$ cat src/sv/twr_pkg.sv
// ----------------------------------------------------------------------------
// twr_pkg
// shared types, constants and functions of the twister random generator
// ----------------------------------------------------------------------------
package twr_pkg;

  localparam int IDX_W = 10;
  localparam int WORD_W = 64;

  localparam logic [IDX_W-1:0] STATE_WORDS    = 10'd624;
  localparam logic [IDX_W-1:0] SHIFT_DISTANCE = 10'd397;
  localparam logic [IDX_W-1:0] LAST_IDX       = STATE_WORDS - 10'd1;
  localparam logic [IDX_W-1:0] WRAP_POINT     = STATE_WORDS - SHIFT_DISTANCE;

  localparam logic [31:0]       CHAIN_MULT  = 32'd2147001325;
  localparam logic [WORD_W-1:0] CHAIN_ADD   = 64'd715136305;
  localparam logic [WORD_W-1:0] CHAIN_XOR   = 64'h0000_0000_3141_5926;
  localparam logic [31:0]       UPPER_MASK  = 32'h8000_0000;
  localparam logic [31:0]       LOWER_MASK  = 32'h7fff_ffff;
  localparam logic [31:0]       MATRIX_A    = 32'h9908_b0df;
  localparam logic [WORD_W-1:0] TEMPER_B    = 64'h0000_0000_9d2c_5680;
  localparam logic [WORD_W-1:0] TEMPER_C    = 64'h0000_0000_efc6_0000;

  typedef enum logic [3:0] {
    ST_IDLE,
    ST_SEED_MUL,
    ST_SEED_SUM,
    ST_SEED_WR,
    ST_TW_PRIME,
    ST_TW_LOAD,
    ST_TW_RD,
    ST_TW_WR,
    ST_RD_WORD,
    ST_OUT
  } state_t;

  // controller to datapath
  typedef struct packed {
    logic seed_start;
    logic seed_zero;
    logic seed_mul;
    logic seed_sum;
    logic seed_wr;
    logic tw_prime;
    logic tw_load;
    logic tw_rd;
    logic tw_wr;
    logic rd_word;
    logic out_load;
  } cmd_t;

  // datapath to controller
  typedef struct packed {
    logic pos_full;
    logic seeded;
    logic idx_last;
  } status_t;

  // upper bit of one word, lower 31 bits of the next, then the matrix step
  function automatic logic [WORD_W-1:0] mix_pair(input logic [WORD_W-1:0] a,
                                                 input logic [WORD_W-1:0] b);
    logic [31:0] t;
    logic [31:0] m;
    t = (a[31:0] & UPPER_MASK) | (b[31:0] & LOWER_MASK);
    m = (t >> 1) ^ (t[0] ? MATRIX_A : 32'd0);
    return {32'd0, m};
  endfunction

  function automatic logic [WORD_W-1:0] temper(input logic [WORD_W-1:0] x);
    logic [WORD_W-1:0] w;
    w = x;
    w = w ^ (w >> 11);
    w = w ^ ((w << 7) & TEMPER_B);
    w = w ^ ((w << 15) & TEMPER_C);
    w = w ^ (w >> 18);
    return w;
  endfunction

  // sum of the word shifted right and left by 16 bits, then the fixed xor
  function automatic logic [WORD_W-1:0] chain_finish(input logic [WORD_W-1:0] s);
    logic [WORD_W-1:0] r;
    r = (s >> 16) + (s << 16);
    return CHAIN_XOR ^ r;
  endfunction

endpackage

$ cat src/sv/twr_ctrl.sv
// ----------------------------------------------------------------------------
// twr_ctrl
// sequencer for requests, seed fill and twist pass
// ----------------------------------------------------------------------------
module twr_ctrl
  import twr_pkg::*;
(
  input  logic    clk,
  input  logic    rst_n,
  input  logic    in_valid,
  input  logic    in_mode,
  output logic    in_ready,
  input  logic    out_ready,
  output logic    out_valid,
  input  status_t status,
  output cmd_t    cmd
);

  state_t state_r, state_nxt;
  logic   pend_r, pend_nxt;
  logic   out_valid_r, out_valid_nxt;
  logic   slot_free;

  assign slot_free = !out_valid_r || out_ready;
  assign out_valid = out_valid_r;

  always_ff @(posedge clk) begin
    if (!rst_n) begin
      state_r     <= ST_IDLE;
      pend_r      <= 1'b0;
      out_valid_r <= 1'b0;
    end else begin
      state_r     <= state_nxt;
      pend_r      <= pend_nxt;
      out_valid_r <= out_valid_nxt;
    end
  end

  always_comb begin
    state_nxt = state_r;
    pend_nxt  = pend_r;
    cmd       = '0;
    in_ready  = 1'b0;
    case (state_r)
      ST_IDLE: begin
        in_ready = 1'b1;
        if (in_valid) begin
          if (in_mode) begin
            cmd.seed_start = 1'b1;
            pend_nxt       = 1'b0;
            state_nxt      = ST_SEED_MUL;
          end else if (!status.pos_full) begin
            cmd.rd_word = 1'b1;
            state_nxt   = ST_OUT;
          end else if (!status.seeded) begin
            cmd.seed_start = 1'b1;
            cmd.seed_zero  = 1'b1;
            pend_nxt       = 1'b1;
            state_nxt      = ST_SEED_MUL;
          end else begin
            state_nxt = ST_TW_PRIME;
          end
        end
      end
      ST_SEED_MUL: begin
        cmd.seed_mul = 1'b1;
        state_nxt    = ST_SEED_SUM;
      end
      ST_SEED_SUM: begin
        cmd.seed_sum = 1'b1;
        state_nxt    = ST_SEED_WR;
      end
      ST_SEED_WR: begin
        cmd.seed_wr = 1'b1;
        if (status.idx_last) begin
          state_nxt = pend_r ? ST_TW_PRIME : ST_IDLE;
        end else begin
          state_nxt = ST_SEED_MUL;
        end
      end
      ST_TW_PRIME: begin
        cmd.tw_prime = 1'b1;
        state_nxt    = ST_TW_LOAD;
      end
      ST_TW_LOAD: begin
        cmd.tw_load = 1'b1;
        state_nxt   = ST_TW_RD;
      end
      ST_TW_RD: begin
        cmd.tw_rd = 1'b1;
        state_nxt = ST_TW_WR;
      end
      ST_TW_WR: begin
        cmd.tw_wr = 1'b1;
        state_nxt = status.idx_last ? ST_RD_WORD : ST_TW_RD;
      end
      ST_RD_WORD: begin
        cmd.rd_word = 1'b1;
        state_nxt   = ST_OUT;
      end
      ST_OUT: begin
        if (slot_free) begin
          cmd.out_load = 1'b1;
          state_nxt    = ST_IDLE;
        end
      end
      default: begin
        state_nxt = ST_IDLE;
      end
    endcase
  end

  always_comb begin
    if (cmd.out_load) begin
      out_valid_nxt = 1'b1;
    end else if (out_ready) begin
      out_valid_nxt = 1'b0;
    end else begin
      out_valid_nxt = out_valid_r;
    end
  end

endmodule

$ cat config.mk
export PLATFORM = sky130hd
export DESIGN_NAME = twr_ctrl
export DESIGN_NICKNAME = d
export VERILOG_FILES = /design/src/sv/twr_pkg.sv /design/src/sv/twr_ctrl.sv
export SDC_FILE = /design/constraint.sdc
export NUM_CORES = 1
export LEC_CHECK = 0
export ABC_AREA = 1
export BUFFER_PORTS_ARGS = -buffer_cell sky130_fd_sc_hd__clkbuf_2
export CAP_MARGIN = 0
export CORE_AREA = 8 8 45 47
export CTS_CLUSTER_DIAMETER = 80
export CTS_CLUSTER_SIZE = 12
export DETAILED_ROUTE_END_ITERATION = 8
export DIE_AREA = 0 0 53 55
export GPL_ROUTABILITY_DRIVEN = 0
export GPL_TIMING_DRIVEN = 0
export PLACE_DENSITY_LB_ADDON = 0.2
export SLEW_MARGIN = 20
export SYNTH_ARGS = -nofsm -noshare
export SYNTH_HDL_FRONTEND = slang
export SYNTH_SLANG_ARGS = --single-unit
export TNS_END_PERCENT = 1
$ cat constraint.sdc
create_clock -name clk -period 4.51 [get_ports clk]
set_clock_uncertainty 0.2 [all_clocks]
set_input_delay 1.353 -clock clk [delete_from_list [all_inputs] [get_ports clk]]
set_output_delay 1.353 -clock clk [all_outputs]
set_load 0.05 [all_outputs]
==> reports/results.tsv <==
metric	value	unit
global route overflow	0	
layout filler cell count	157	
LEAKAGE	0.000378	uW
Overall Global Routing Usage	9.12	%
Inserted Clock Buffers	3	
first-pass GRT wire length	2040	um
via total after detailed routing	566	
multiplexer fraction of the synthesized cell area	0	%
total iterations of the first detailed-routing run	4	
pre-CTS worst setup slack	0.812	ns
transition at the pin with the smallest max-transition slack	0.294	ns
Antenna diodes	0	
number of flip-flops and latches in the synthesized netlist	6	
# hold bufs at CTS	0	
cell type contributing the most total cell area after synthesis	dfxtp_1	
post-route cell area	641	um^2
via count of the first global-routing pass	531	
# DRC	0	
maximum operating frequency	272	MHz
Core Area	1380	um^2
status	finished, final reports clean	
Clock Sinks	6	
count of cells along the worst register-to-register path	7	
fin crit period	3.68	ns
Worst Setup End Kind	output pin	
largest family of logic cells by synthesized area	simple AND/OR/NAND/NOR gates	
share of synthesized area occupied by flip-flops and latches	24.1	%
worst hold path class	reg -> reg	
effective utilization at floorplan	36.0	%
# port buffers	20	
number of H-tree branching levels	1	
worst setup path class	in -> out	
antenna violations before repair	0	
antenna-violating nets left	0	
Initial DRC Count	14	
power per standard cell area	626	nW/um^2
buffer type at the clock tree root	clkbuf_4	
maximum net fanout on the critical path	5	
compound-cell area share of the yosys netlist	9.55	%
Die W	53	um
final routed wire length divided by cell count	9.70	um
IO Pins	21	
xor and xnor fraction of the mapped netlist area	0	%
Die Area	2920	um^2
area growth from synthesis to layout	28.6	%
netlist area before placement	498	um^2
Hold Path Depth	2	
Die Height	55	um
total of cells resized after clock tree synthesis	0	
average footprint of a synthesized cell	5.72	um^2
top-area cell type share of the netlist area	24.1	%
Cell variety after synth	17	
Final setup violation count	0	
Area after DPL	618	um^2
Final #Nets	120	
post-route total power	401	uW
Setup TNS Final	0	ns
Row Count	14	
Critical Path AT	2.13	ns
Final Max Slew Viols	0	
leading cell types by total area after synthesis	dfxtp_1 (24%), nor2_1 (15%), inv_1 (13%), nand2_1 (11%), a21oi_1 (6.0%)	
Detailed Place HPWL	1070	um
hold violation count in the final report	0	
Setup crit start kind	input port	
fin crit share	81.6	%
average via count per standard cell	4.49	
number of buffers between clock root and the deepest sink	2	
simple-gate portion of the synthesized area	50.3	%
relative max-transition margin	80.4	%
required time at the endpoint of the critical path	2.96	ns
RSZ-0062 raised after global routing	false	
clock tree from TritonCTS	built	
fraction of final layout cells with drive strength greater than 1	31.8	%
number of warnings printed during yosys synthesis	0	
routed wire length	1220	um
clock network latency to the later pin of the worst-skew pair	0.24	ns
number of buffers inserted by post-CTS setup repair	0	
worst voltage drop across the vdd grid	273	uV
largest net degree at the start of global routing	6	
syn nets	95	
Maximum Capacitance Violations	0	
final worst slack	0.830	ns
clock transition time at the flip-flop clock pins of the worst setup and hold paths	0.04	ns
gate count of the mapped netlist	87	
post-synthesis adder-cell area fraction	0	%
==> cells in the final DEF (no fill, tap or decap), types with 2 or more instances in the layout <==
cell type,count
nor3_1,2
nor2_2,2
nor2_1,20
dfxtp_1,6
inv_1,17
nand3_1,6
clkbuf_2,20
nand2_2,2
nand2_1,15
nor2_4,2
nor3_2,2
clkbuf_4,3
o21ai_0,2
a21oi_1,6
==> per-stage QoR <==
step	util (%)	hold WS, ns	cells
floorplan	-	0.250	87
global placement	44.7	0.288	123
detailed placement	44.7	0.298	123
CTS	46.3	0.300	126
global route	46.3	0.344	126
finish	46.3	0.296	126
==> routing by layer <==
layer  vias up  wire [um]  GRT usage [%]
met2        17        532           15.0
met5         -          0              0
met1       236        567           10.0
li1        313          -              -
met4         0          0           1.29
met3         0        122           5.61
==> final cells by class <==
cell class	instances	area, um^2	area share, %
multi-input cells	61	298	46.5
flip-flops and latches	6	120	18.7
repair buffers	20	100	15.6
inverters	19	72.6	11.3
clock buffers	3	22.5	3.52
well taps	16	20.0	3.13
plain buffers	1	7.51	1.17
==> final timing paths <==
kind	from	to	slack, ns
setup reg to reg	state_r[3]$_SDFFE_PN0P_	state_r[0]$_SDFFE_PN0P_	3.10
hold / removal	pend_r$_SDFFE_PN0P_	pend_r$_SDFFE_PN0P_	0.30
setup / recovery	in_mode	cmd[9]	0.83
hold reg to reg	pend_r$_SDFFE_PN0P_	pend_r$_SDFFE_PN0P_	0.30
==> state kept, by name, indices dropped and copies added (netlist names) <==
register / flops
out_valid: 1
pend_r: 1
state_r: 4
==> kinds of logic (layout without fill, tap and decap cells) <==
logic type / Yosys count / after routing
compound gates: 9 / 9
buf+inv: 20 / 43
flops: 6 / 6
simple gates: 52 / 52
==> synth_stat cells, drive strengths merged <==
library cell	n
a21oi	6
buf	1
clkinv	1
dfxtp	6
inv	18
nand2	18
nand3	6
nor2	24
nor3	4
o211ai	1
o21ai	2
==> report_power, final <==
part | internal [uW] | switching, uW | total (uW)
logic | 66.9 | 202 | 269
clock network | 30.0 | 17.6 | 47.6
registers | 66.0 | 18.5 | 84.5
total | 163 | 238 | 401
==> worst max-delay path: stages <==
cell,delay [ns]
clkbuf_2,0.12
a21oi_1,0.26
nor2_4,0.07
nand2_2,0.06
inv_1,0.03
clkbuf_2,0.22
No activity file was read; power rests on OpenSTA's default activity.
